## src/rtl/lwc_pkg.sv

```systemverilog
package lwc_pkg;

  localparam int MAX_WHEEL_PINS = 64;
  localparam int PIN_IDX_W      = (MAX_WHEEL_PINS > 1) ? $clog2(MAX_WHEEL_PINS) : 1;

  localparam int NUM_WHEELS = 12;
  localparam int NUM_CHI    = 5;
  localparam int PSI_BASE   = 5;
  localparam int MU61_WHEEL = 10;
  localparam int MU37_WHEEL = 11;

  localparam int CMD_W  = 2;
  localparam int SEL_W  = 4;
  localparam int POS_W  = 6;
  localparam int CODE_W = 5;
  localparam int LEN_W  = 6;

  localparam int CFG_IDX_W  = 2;
  localparam int CFG_DATA_W = 30;

  localparam logic [CMD_W-1:0] CMD_ENCIPHER = 2'd0;
  localparam logic [CMD_W-1:0] CMD_WRITE_PIN = 2'd1;
  localparam logic [CMD_W-1:0] CMD_SET_POS  = 2'd2;

  localparam logic [CFG_IDX_W-1:0] CFG_CHI_LENGTHS = 2'd0;
  localparam logic [CFG_IDX_W-1:0] CFG_PSI_LENGTHS = 2'd1;
  localparam logic [CFG_IDX_W-1:0] CFG_MU_LENGTHS  = 2'd2;

  localparam logic [29:0] CHI_LENGTHS_RESET = 30'd392812521;
  localparam logic [29:0] PSI_LENGTHS_RESET = 30'd1003961323;
  localparam logic [11:0] MU_LENGTHS_RESET  = 12'd2429;

  typedef logic [LEN_W-1:0] wheel_len_t;

  typedef struct packed {
    logic             pin_we;
    logic             pos_we;
    logic             step;
    logic [POS_W-1:0] idx;
    logic             val;
  } wheel_ctl_t;

endpackage

```

## src/rtl/lwc_in_if.sv

```systemverilog
interface lwc_in_if;
  logic                           valid;
  logic                           ready;
  logic [lwc_pkg::CMD_W-1:0]      cmd;
  logic [lwc_pkg::SEL_W-1:0]      wheel_sel;
  logic [lwc_pkg::POS_W-1:0]      pin_index;
  logic                           pin_value;
  logic [lwc_pkg::CODE_W-1:0]     baudot_in;

  modport source (output valid, cmd, wheel_sel, pin_index, pin_value, baudot_in,
                  input ready);
  modport sink   (input valid, cmd, wheel_sel, pin_index, pin_value, baudot_in,
                  output ready);
endinterface

```

## src/rtl/lwc_out_if.sv

```systemverilog
interface lwc_out_if;
  logic                       valid;
  logic                       ready;
  logic [lwc_pkg::CODE_W-1:0] cipher_out;
  logic [lwc_pkg::CODE_W-1:0] key_used;

  modport source (output valid, cipher_out, key_used, input ready);
  modport sink   (input valid, cipher_out, key_used, output ready);
endinterface

```

## src/rtl/lwc_cfg_if.sv

```systemverilog
interface lwc_cfg_if;
  logic                           valid;
  logic                           ready;
  logic [lwc_pkg::CFG_IDX_W-1:0]  index;
  logic [lwc_pkg::CFG_DATA_W-1:0] data;

  modport source (output valid, index, data, input ready);
  modport sink   (input valid, index, data, output ready);
endinterface

```

## src/rtl/lorenz_wheel_cipher_top.sv

```systemverilog
// Twelve-wheel Lorenz cipher on 5-bit Baudot codes. Accepts one command per clock
// (encipher, write pin, set position) into an input register; when it fires it
// is applied to the wheel state and, for an encipher, cipher_out and key_used
// load into the result register after the input register. Pin and position
// commands give no result. Throughput is one item per cycle, bounded only by the
// result register draining; input ready drops only while an encipher waits behind
// an untaken result. The user must write the length registers over the config
// port only while the block is idle; the block itself does not enforce this.
module lorenz_wheel_cipher_top (
  input  logic      clk,
  input  logic      rst,
  lwc_in_if.sink    in_ch,
  lwc_out_if.source out_ch,
  lwc_cfg_if.sink   cfg_ch
);

  logic                          in_vld;
  logic [lwc_pkg::CMD_W-1:0]     in_cmd;
  logic [lwc_pkg::SEL_W-1:0]     in_sel;
  logic [lwc_pkg::POS_W-1:0]     in_idx;
  logic                          in_val;
  logic [lwc_pkg::CODE_W-1:0]    in_code;

  logic                          out_vld;
  logic [lwc_pkg::CODE_W-1:0]    out_cipher;
  logic [lwc_pkg::CODE_W-1:0]    out_key;

  logic                          is_enc;
  logic                          fire;
  logic                          fire_enc;
  logic [lwc_pkg::CODE_W-1:0]    key;

  lwc_pkg::wheel_len_t wheel_len [lwc_pkg::NUM_WHEELS];
  lwc_pkg::wheel_ctl_t wheel_ctl [lwc_pkg::NUM_WHEELS];
  logic [lwc_pkg::NUM_WHEELS-1:0] pin;

  lwc_cfg u_cfg (
    .clk       (clk),
    .rst       (rst),
    .cfg_ch    (cfg_ch),
    .wheel_len (wheel_len)
  );

  for (genvar w = 0; w < lwc_pkg::NUM_WHEELS; w++) begin : g_wheel
    lwc_wheel u_wheel (
      .clk     (clk),
      .rst     (rst),
      .len     (wheel_len[w]),
      .ctl     (wheel_ctl[w]),
      .cur_pin (pin[w])
    );
  end

  assign is_enc   = (in_cmd == lwc_pkg::CMD_ENCIPHER);
  // non-encipher commands never wait on the result register
  assign fire     = in_vld && (!is_enc || !out_vld || out_ch.ready);
  assign fire_enc = fire && is_enc;
  assign in_ch.ready = !in_vld || fire;

  always_comb begin
    for (int i = 0; i < lwc_pkg::NUM_CHI; i++)
      key[i] = pin[i] ^ pin[lwc_pkg::PSI_BASE + i];
  end

  // stepping decisions use pins as they stand before any wheel moves
  always_comb begin
    for (int w = 0; w < lwc_pkg::NUM_WHEELS; w++) begin
      wheel_ctl[w].idx    = in_idx;
      wheel_ctl[w].val    = in_val;
      wheel_ctl[w].pin_we = fire && (in_cmd == lwc_pkg::CMD_WRITE_PIN) &&
                            (in_sel == lwc_pkg::SEL_W'(w));
      wheel_ctl[w].pos_we = fire && (in_cmd == lwc_pkg::CMD_SET_POS) &&
                            (in_sel == lwc_pkg::SEL_W'(w));
      if (w < lwc_pkg::PSI_BASE)
        wheel_ctl[w].step = fire_enc;
      else if (w < lwc_pkg::MU61_WHEEL)
        wheel_ctl[w].step = fire_enc && pin[lwc_pkg::MU37_WHEEL];
      else if (w == lwc_pkg::MU61_WHEEL)
        wheel_ctl[w].step = fire_enc;
      else
        wheel_ctl[w].step = fire_enc && pin[lwc_pkg::MU61_WHEEL];
    end
  end

  always_ff @(posedge clk) begin
    if (rst) begin
      in_vld <= 1'b0;
    end else if (in_ch.ready) begin
      in_vld <= in_ch.valid;
    end
    if (in_ch.valid && in_ch.ready) begin
      in_cmd  <= in_ch.cmd;
      in_sel  <= in_ch.wheel_sel;
      in_idx  <= in_ch.pin_index;
      in_val  <= in_ch.pin_value;
      in_code <= in_ch.baudot_in;
    end
  end

  always_ff @(posedge clk) begin
    if (rst) begin
      out_vld <= 1'b0;
    end else if (fire_enc) begin
      out_vld <= 1'b1;
    end else if (out_ch.ready) begin
      out_vld <= 1'b0;
    end
    if (fire_enc) begin
      out_cipher <= in_code ^ key;
      out_key    <= key;
    end
  end

  assign out_ch.valid      = out_vld;
  assign out_ch.cipher_out = out_cipher;
  assign out_ch.key_used   = out_key;

  a_rose_from_enc: assert property (@(posedge clk) disable iff (rst)
    $rose(out_vld) |-> $past(fire_enc))
    else $error("result valid rose without an encipher");

  a_cipher_matches: assert property (@(posedge clk) disable iff (rst)
    fire_enc |=> ((out_cipher ^ out_key) == $past(in_code)))
    else $error("cipher xor key differs from input code");

  a_no_overwrite: assert property (@(posedge clk) disable iff (rst)
    (in_vld && is_enc && out_vld && !out_ch.ready) |-> !fire)
    else $error("pending result overwritten");

  a_one_pos_change: assert property (@(posedge clk) disable iff (rst)
    $countones({wheel_ctl[0].pin_we, wheel_ctl[5].pin_we, wheel_ctl[10].pin_we,
                wheel_ctl[11].pin_we, fire_enc}) <= 1)
    else $error("pin write collided with encipher");

endmodule

```

## src/rtl/lwc_cfg.sv

```systemverilog
module lwc_cfg (
  input  logic                clk,
  input  logic                rst,
  lwc_cfg_if.sink             cfg_ch,
  output lwc_pkg::wheel_len_t wheel_len [lwc_pkg::NUM_WHEELS]
);

  logic [29:0] chi_lengths;
  logic [29:0] psi_lengths;
  logic [11:0] mu_lengths;
  logic        wr;

  assign cfg_ch.ready = 1'b1;
  assign wr = cfg_ch.valid;

  always_ff @(posedge clk) begin
    if (rst) begin
      chi_lengths <= lwc_pkg::CHI_LENGTHS_RESET;
      psi_lengths <= lwc_pkg::PSI_LENGTHS_RESET;
      mu_lengths  <= lwc_pkg::MU_LENGTHS_RESET;
    end else if (wr) begin
      unique case (cfg_ch.index)
        lwc_pkg::CFG_CHI_LENGTHS: chi_lengths <= cfg_ch.data[29:0];
        lwc_pkg::CFG_PSI_LENGTHS: psi_lengths <= cfg_ch.data[29:0];
        lwc_pkg::CFG_MU_LENGTHS:  mu_lengths  <= cfg_ch.data[11:0];
        default: ;
      endcase
    end
  end

  always_comb begin
    for (int i = 0; i < lwc_pkg::NUM_CHI; i++) begin
      wheel_len[i]                     = chi_lengths[6*i +: 6];
      wheel_len[lwc_pkg::PSI_BASE + i] = psi_lengths[6*i +: 6];
    end
    wheel_len[lwc_pkg::MU61_WHEEL] = mu_lengths[5:0];
    wheel_len[lwc_pkg::MU37_WHEEL] = mu_lengths[11:6];
  end

endmodule

```

## src/rtl/lwc_wheel.sv

```systemverilog
module lwc_wheel (
  input  logic                clk,
  input  logic                rst,
  input  lwc_pkg::wheel_len_t len,
  input  lwc_pkg::wheel_ctl_t ctl,
  output logic                cur_pin
);

  logic [lwc_pkg::MAX_WHEEL_PINS-1:0] pins;
  logic [lwc_pkg::POS_W-1:0]          pos;
  logic [lwc_pkg::POS_W-1:0]          pos_next;
  logic [lwc_pkg::POS_W:0]            eff_len;
  logic [lwc_pkg::POS_W:0]            inc;
  logic                               pos_in_store;
  logic                               idx_in_store;

  // zero length acts as one, lengths saturate at the pin count
  always_comb begin
    eff_len = {1'b0, len};
    if (len == '0) eff_len = (lwc_pkg::POS_W+1)'(1);
    if (eff_len > (lwc_pkg::POS_W+1)'(lwc_pkg::MAX_WHEEL_PINS))
      eff_len = (lwc_pkg::POS_W+1)'(lwc_pkg::MAX_WHEEL_PINS);
    inc = {1'b0, pos} + (lwc_pkg::POS_W+1)'(1);
    pos_next = (inc >= eff_len) ? '0 : inc[lwc_pkg::POS_W-1:0];
  end

  assign pos_in_store = {1'b0, pos} < (lwc_pkg::POS_W+1)'(lwc_pkg::MAX_WHEEL_PINS);
  assign idx_in_store = {1'b0, ctl.idx} < (lwc_pkg::POS_W+1)'(lwc_pkg::MAX_WHEEL_PINS);
  assign cur_pin = pos_in_store & pins[pos[lwc_pkg::PIN_IDX_W-1:0]];

  always_ff @(posedge clk) begin
    if (rst) begin
      pins <= '0;
      pos  <= '0;
    end else begin
      if (ctl.pin_we && idx_in_store) pins[ctl.idx[lwc_pkg::PIN_IDX_W-1:0]] <= ctl.val;
      if (ctl.pos_we) begin
        pos <= ctl.idx;
      end else if (ctl.step) begin
        pos <= pos_next;
      end
    end
  end

endmodule
```

## src/flat_wrapper.sv

```systemverilog
// flat-port wrapper written by rule: the top's interface ports become plain ports
module lorenz_wheel_cipher_top_flat 
  (clk, rst, in_ch_valid, in_ch_cmd, in_ch_wheel_sel, in_ch_pin_index, in_ch_pin_value, in_ch_baudot_in, in_ch_ready, out_ch_valid, out_ch_cipher_out, out_ch_key_used, out_ch_ready, cfg_ch_valid, cfg_ch_index, cfg_ch_data, cfg_ch_ready);
  lwc_in_if in_ch_i ();
  lwc_out_if out_ch_i ();
  lwc_cfg_if cfg_ch_i ();
  input  logic clk;
  input  logic rst;
  input wire logic [$bits(in_ch_i.valid)-1:0] in_ch_valid;
  input wire logic [$bits(in_ch_i.cmd)-1:0] in_ch_cmd;
  input wire logic [$bits(in_ch_i.wheel_sel)-1:0] in_ch_wheel_sel;
  input wire logic [$bits(in_ch_i.pin_index)-1:0] in_ch_pin_index;
  input wire logic [$bits(in_ch_i.pin_value)-1:0] in_ch_pin_value;
  input wire logic [$bits(in_ch_i.baudot_in)-1:0] in_ch_baudot_in;
  output wire logic [$bits(in_ch_i.ready)-1:0] in_ch_ready;
  output wire logic [$bits(out_ch_i.valid)-1:0] out_ch_valid;
  output wire logic [$bits(out_ch_i.cipher_out)-1:0] out_ch_cipher_out;
  output wire logic [$bits(out_ch_i.key_used)-1:0] out_ch_key_used;
  input wire logic [$bits(out_ch_i.ready)-1:0] out_ch_ready;
  input wire logic [$bits(cfg_ch_i.valid)-1:0] cfg_ch_valid;
  input wire logic [$bits(cfg_ch_i.index)-1:0] cfg_ch_index;
  input wire logic [$bits(cfg_ch_i.data)-1:0] cfg_ch_data;
  output wire logic [$bits(cfg_ch_i.ready)-1:0] cfg_ch_ready;
  assign in_ch_i.valid = in_ch_valid;
  assign in_ch_i.cmd = in_ch_cmd;
  assign in_ch_i.wheel_sel = in_ch_wheel_sel;
  assign in_ch_i.pin_index = in_ch_pin_index;
  assign in_ch_i.pin_value = in_ch_pin_value;
  assign in_ch_i.baudot_in = in_ch_baudot_in;
  assign in_ch_ready = in_ch_i.ready;
  assign out_ch_valid = out_ch_i.valid;
  assign out_ch_cipher_out = out_ch_i.cipher_out;
  assign out_ch_key_used = out_ch_i.key_used;
  assign out_ch_i.ready = out_ch_ready;
  assign cfg_ch_i.valid = cfg_ch_valid;
  assign cfg_ch_i.index = cfg_ch_index;
  assign cfg_ch_i.data = cfg_ch_data;
  assign cfg_ch_ready = cfg_ch_i.ready;
  lorenz_wheel_cipher_top u_core (.clk(clk), .rst(rst), .in_ch(in_ch_i), .out_ch(out_ch_i), .cfg_ch(cfg_ch_i));
endmodule
```

## config.mk

```make
export PLATFORM = sky130hd
export DESIGN_NAME = lorenz_wheel_cipher_top_flat
export DESIGN_NICKNAME = d
export VERILOG_FILES = /design/src/rtl/lwc_pkg.sv /design/src/rtl/lwc_in_if.sv /design/src/rtl/lwc_out_if.sv /design/src/rtl/lwc_cfg_if.sv /design/src/rtl/lorenz_wheel_cipher_top.sv /design/src/rtl/lwc_cfg.sv /design/src/rtl/lwc_wheel.sv /design/src/flat_wrapper.sv
export SDC_FILE = /design/constraint.sdc
export NUM_CORES = 2
export LEC_CHECK = 0
export ABC_AREA = 0
export BUFFER_PORTS_ARGS = -buffer_cell sky130_fd_sc_hd__clkbuf_2
export CAP_MARGIN = 15
export CORE_ASPECT_RATIO = 1.25
export CORE_MARGIN = 10
export CORE_UTILIZATION = 45
export CTS_CLUSTER_SIZE = 12
export DETAILED_ROUTE_END_ITERATION = 7
export HOLD_SLACK_MARGIN = 0.1
export PLACE_DENSITY_LB_ADDON = 0.05
export SYNTH_ARGS = -nofsm -noshare
export SYNTH_HDL_FRONTEND = slang
export SYNTH_SLANG_ARGS = --single-unit
```

## constraint.sdc

```tcl
create_clock -name clk -period 2.89 [get_ports clk]
set_clock_uncertainty 0.05 [all_clocks]
set_input_delay 0.1445 -clock clk [delete_from_list [all_inputs] [get_ports clk]]
set_output_delay 0.1445 -clock clk [all_outputs]
set_load 0.02 [all_outputs]
```

# Word-level counts from Yosys, hierarchy flattened
# Index checks and enable logic that the tools add are counted.
dict set report totals {
  reg_bits 942
  input_bits 55
}
dict set report classes {
  eq_ne 15
  n_mux 100
  order_cmp 38
  bitwise 6
  add_sub_neg 12
  n_reduce_logical 69
}
# op count
set ops {}
lappend ops {{$bwmux W64} 12}
lappend ops {{$mux W6} 48}
lappend ops {{$lt A6 B7 Y1 const B} 13}
lappend ops {{$add A6 B1 Y7 const B} 12}
lappend ops {{$ge A7 B7 Y1} 12}
lappend ops {{$gt A7 B7 Y1 const B} 12}
lappend ops {{$mux W7} 12}
lappend ops {{$bmux W1 S6} 12}
lappend ops {{$logic_not A6 Y1} 12}
lappend ops {{$logic_and A1 B1 Y1} 32}
lappend ops {{$reduce_bool A2 Y1} 13}
lappend ops {{$eq A4 B3 Y1 const B} 4}
lappend ops {{$eq A4 B4 Y1 const B} 4}
lappend ops {{$mux W1} 15}
lappend ops {{$eq A4 B2 Y1 const B} 2}
lappend ops {{$demux W1 S6} 1}
lappend ops {{$ge A6 B1 Y1 const B} 1}
lappend ops {{$reduce_and A2 Y1} 3}
lappend ops {{$xor A1 B1 Y1} 5}
lappend ops {{$xor A5 B5 Y5} 1}
lappend ops {{$eq A2 B1 Y1 const B} 2}
lappend ops {{$eq A2 B2 Y1 const B} 2}
lappend ops {{$eq A4 B1 Y1 const B} 1}
lappend ops {{$logic_not A2 Y1} 2}
lappend ops {{3 further kinds} 7}

# Longest topological paths before layout
dict set report depth {
  ltp_word 9
  depth_mapped 12
}

# Hierarchy
# A second synthesis with hierarchy kept.
dict set report hier_totals {
  cells_unflattened 6230
  area_unflattened_um2 50591.0
}
# mod n_inst cells_per_inst seq_area_each_um2 area_per_inst_um2
set by_module_without_submodules {}
lappend by_module_without_submodules {{lwc_wheel (u_core.g_wheel[0].u_wheel ...)} 7 483 1401.3 3844.9}
lappend by_module_without_submodules {{lwc_wheel (u_core.g_wheel[5].u_wheel ...)} 5 493 1401.3 3905.0}
lappend by_module_without_submodules {lwc_cfg 1 293 1441.4 2899.0}
lappend by_module_without_submodules {lorenz_wheel_cipher_top 1 91 880.8 1252.5}

# Least setup slack after synthesis
# No wires, ideal clock.
dict set report synth_timing {
  path_kind {reg2reg}
  startpoint {reg u_core.g_wheel[0].u_wheel.pos[1] (netlist bit)}
  endpoint {reg u_core.g_wheel[0].u_wheel.pos[1] (netlist bit)}
  n_path_buf 2
  path_stages_with_launch 11
  t_arrival_ns 2.884
  period_less_slack_ns 3.000
  setup_time_ns 0.067
  required_ns 2.773
  setup_slack_ns -0.110
  cell_sequence {dfxtp_1 clkbuf_1 clkbuf_1 nand3_1 xnor2_1 ha_1 a21o_1 a21o_1 a2111oi_1 a221oi_1 nor2_1}
}
dict set report synth_via {
  elab_chain_cells 5
}
# element line_no
set synth_rtl {}
lappend synth_rtl {{start, declared} lwc_wheel.sv:10} ;# logic [lwc_pkg::POS_W-1:0] pos;
lappend synth_rtl {{start signal, assigned} lwc_wheel.sv:38} ;# pos <= ctl.idx;
lappend synth_rtl {{start signal, assigned} lwc_wheel.sv:40} ;# pos <= pos_next;
lappend synth_rtl {{$add A6 B1 Y7 (*)} lwc_wheel.sv:23} ;# inc = {1'b0, pos} + (lwc_pkg::POS_W+1)'(1);
lappend synth_rtl {{$ge A7 B7 Y1} lwc_wheel.sv:24} ;# pos_next = (inc >= eff_len) ? '0 : inc[lwc_pkg::POS_W-1:0];
lappend synth_rtl {{$mux W6 (*)} lwc_wheel.sv:24}
lappend synth_rtl {{$mux W6 (*)} lwc_wheel.sv:39} ;# end else if (ctl.step) begin
lappend synth_rtl {{$mux W6 (*)} lwc_wheel.sv:37} ;# if (ctl.pos_we) begin
# Mark *: on every way between the ends. The rest lies on a longest branch, timed or not. The select of a mux whose other input is x is not followed.
# A chain may end at the register's enable or synchronous reset.

# Final worst setup path
dict set report layout_timing {
  startpoint {reg u_core.g_wheel[0].u_wheel.pos[0] (netlist bit)}
  endpoint {reg u_core.out_cipher (netlist bit u_core.out_ch.cipher_out[0]), data pin}
}
dict set report layout_via {
  elab_chain_cells 4
}
# element line_no
set layout_rtl {}
lappend layout_rtl {{$bmux W1 S6} lwc_wheel.sv:29} ;# assign cur_pin = pos_in_store & pins[pos[lwc_pkg::PIN_IDX_W-1:0]];
lappend layout_rtl {{$mux W1 (not written as such)} lwc_wheel.sv:29}
lappend layout_rtl {{$xor A1 B1 Y1} lorenz_wheel_cipher_top.sv:62} ;# key[i] = pin[i] ^ pin[lwc_pkg::PSI_BASE + i];
lappend layout_rtl {{named net u_core.key, one bit} lorenz_wheel_cipher_top.sv:31} ;# logic [lwc_pkg::CODE_W-1:0] key;
lappend layout_rtl {{$xor A5 B5 Y5} lorenz_wheel_cipher_top.sv:109} ;# out_cipher <= in_code ^ key;
lappend layout_rtl {{end signal, assigned} lorenz_wheel_cipher_top.sv:109}
lappend layout_rtl {{end, declared} lorenz_wheel_cipher_top.sv:25} ;# logic [lwc_pkg::CODE_W-1:0] out_cipher;
# The timed path passes the listed nets, and every way through them passes these cells. The select of a mux whose other input is x is not followed.

==> reports/results.tsv <==
metric	value	unit
wl_met2	95400	um
clock_path_buffers	3	
avgSynthCellArea	8.43	um^2
pwr-share-clk	47.9	%
ys_warn_count	0	
cap_violations	0	
wl_met1	81000	um
swShare	24.4	%
final_area	0.0541	mm^2
antenna_found_initial	11	
nets	5598	
path_cells	buf_12 > mux4_2 > a22oi_2 > nand2_2 > a211oi_2 > a21oi_2 > xor2_1 > buf_4 > xor2_1	
cp_common_cell	xor2_1	
gp_congestion	0.993	
io_pins	68	
cp-end-kind	flip-flop	
vias	45500	
core_area	0.100	mm^2
combPwrFrac	5.4	%
route.final.wire_length	217000	um
drtPass1Iterations	7	
violations	setup timing	
synth_xor_area_share	1.02	%
setup_viol	4	
die_h	375	um
netlist_area	0.0454	mm^2
layout_worst_path_cycle_share	101	%
crit_slowest_cell	mux4_2	
maxUsedRoutingLayer	met5	
pre_cts_slack	-0.618	ns
power_switching	6890	uW
timing.final.ws_setup	-0.0387	ns
seq_area	0.0192	mm^2
hpwl	138000	um
required	3.30	ns
async_flop_share	0	%
status	finished with violations	
synth_nets	5524	
tightest_slew	1.18	ns
drv_slew	0	
max_freq	0.341	GHz
clk_pin_slew_worst_paths	0.06	ns
final_cell_mix	901 x dfxtp_1, 839 x a21oi_1, 821 x nand3_1	
power_leakage	0.0183	uW
wl_per_cell	31.7	um
final_cells	6859	
rows	130	
yosysUniqueCellTypes	59	
htree_num_levels	3	
multi_input_area	0.0242	mm^2
synth_seq_area_share	42.1	%
grt_max_degree	144	
worstHoldPathType	primary input to flip-flop	
peakVddDrop	0.000462	V
drcViolationCount	0	
drive_gt1_share	18.1	%
fp.dieW	304	um
worstSetupPathType	flip-flop to flip-flop	
rsz0062_at_grt	yes	
cp_max_fo	5	
synth_compound_area_share	22.7	%
dpl.cell_count	6561	
fin_crit	2.93	ns
p_int	21300	uW
slew_headroom	20.9	%
grt_pass1_vias	41500	
cts_tree	done	
synth_top_family_by_area	compound AO/OA/AOI/OAI gates	
netlist_instances	5385	
hold_viol	0	
dpl-instance-area	0.0491	mm^2
synthAdderAreaFrac	2.31	%
initial_core_util	45.2	%
critPathMaxStageDelay	0.52	ns
cp-start-kind	flip-flop	
clock_latency	0.72	ns
layout_commonest_cell	dfxtp_1	
synth_edf_count	28	
viasPerCell	6.63	
ant_nets	0	
area_growth	19.2	%
grt_use_total	35.9	%
seq_power_share	46.8	%
cts_sinks	942	
cts_buffers	101	
dieArea	0.114	mm^2
worstPathArrival	3.34	ns
synth-simple-area-share	16.1	%
synth_seq_cells	942	
wl_met3	23400	um
powerDensity	521	mW/mm^2
grt-ovfl-total	0	
synth.area.mux_share	9.95	%
ys.flop_type	dfxtp_1	
grt_first_pass_wirelength	305000	um
fillCellCount	9441	
drtIter0Drc	6685	
cts_root_buf	clkbuf_16	
port_buffers	66	
[worst max-delay path: cells and delay by family (launching register included)]
family                    cells  cell delay (ns)
AOI/OAI and AO/OA             3             0.78
muxes                         1             0.52
DFF                           1             0.39
buffers and inverters         2             0.35
xor gates and xnor gates      2             0.34
and+or+nand+nor               1             0.20
[routing by layer]
metal  track usage [%]  vias up
met5                 0        -
met4              25.3       10
met3              8.68      655
met2              54.5     2759
met1              44.5    22400
li1                  -    19700
[state kept, by name (all words and copies together), names as in the netlist]
register and flops:
u_core.u_cfg.mu_lengths 12, u_core.out_ch.key_used 5, u_core.g_wheel.u_wheel.pos 72, u_core.out_ch.valid 1
u_core.in_vld 1, u_core.in_idx 6, u_core.out_ch.cipher_out 5, u_core.u_cfg.psi_lengths 30
u_core.g_wheel.u_wheel.pins 768, u_core.in_val 1, u_core.in_sel 4, u_core.in_code 5
u_core.u_cfg.chi_lengths 30, u_core.in_cmd 2
[path summary, 6_finish.rpt]
kind | from | to | slack, ns | cells past startpoint
worst max-delay path | u_core.g_wheel[0].u_wheel.pos[0] | u_core.out_ch.cipher_out[0] | -0.04 | 9
worst min-delay path | in_ch_baudot_in[0] | u_core.in_code[0] | 0.13 | 2
worst min register to register | u_core.u_cfg.psi_lengths[4] | u_core.u_cfg.psi_lengths[4] | 0.41 | 2
worst max register to register | u_core.g_wheel[0].u_wheel.pos[0] | u_core.out_ch.cipher_out[0] | -0.04 | 9
[cell usage after synthesis (all sizes together), types with 28 or more instances]
cell	n	area, um^2
nand3	825	4130
nand2	236	886
a22oi	84	631
a211o	39	342
o21ai	794	3970
buf	41	220
dfxtp	914	18300
ha	84	1050
xnor2	32	280
edfxtp	28	841
nand2b	42	263
mux4	194	4370
clkbuf	563	2110
nor3	53	265
inv	69	259
a21oi	845	4230
a21o	31	233
nor2	234	878
nor2b	39	244
[what timing repair did]
action,CTS,global route
buffers inserted,11,27
gates cloned,4,4
pin swaps,12,33
endpoints found under the hold margin,326,0
endpoints found under the setup margin,13,51
gates resized for setup,41,72
hold buffers,74,0
[per-stage QoR]
| step | hold slack (ns) | util [%] | setup TNS (ns) | power, uW |
|---|---|---|---|---|
| floorplan | 0.193 | - | 0 | 14200 |
| global placement | 0.271 | 48.9 | -2.21 | 14800 |
| detailed placement | 0.273 | 48.9 | -2.12 | 14800 |
| CTS | 0.110 | 53.3 | -0.0569 | 28200 |
| global route | 0.148 | 53.9 | -0.331 | 28800 |
| finish | 0.128 | 53.9 | -0.100 | 28200 |
[cell families after synthesis]
family / count (synthesis)
AO/OA/AOI/OAI: 1903
adder cells (fa/ha/maj): 84
multiplexers: 209
XOR/XNOR: 53
buffers and inverters: 673
flip-flops: 942
AND/OR/NAND/NOR: 1520
other: 1
[power groups by stage]
stage	clock, uW	combinational, uW	sequential [uW]
finish	13500	1520	13200
global route	14000	1570	13200
CTS	13600	1430	13200
detailed placement	0	1340	13500
global placement	0	1330	13500
floorplan	0	750	13400
[cell type report]
type | instances | area share (%)
sequential | 942 | 35.4
multi-input combinational | 3770 | 44.7
inverter | 69 | 0.479
tap | 1320 | 3.05
clock inverter | 26 | 0.626
clock buffer | 154 | 5.54
antenna | 3 | 0.0139
timing repair buffer | 575 | 10.1
(Power assumes the default switching activity.)
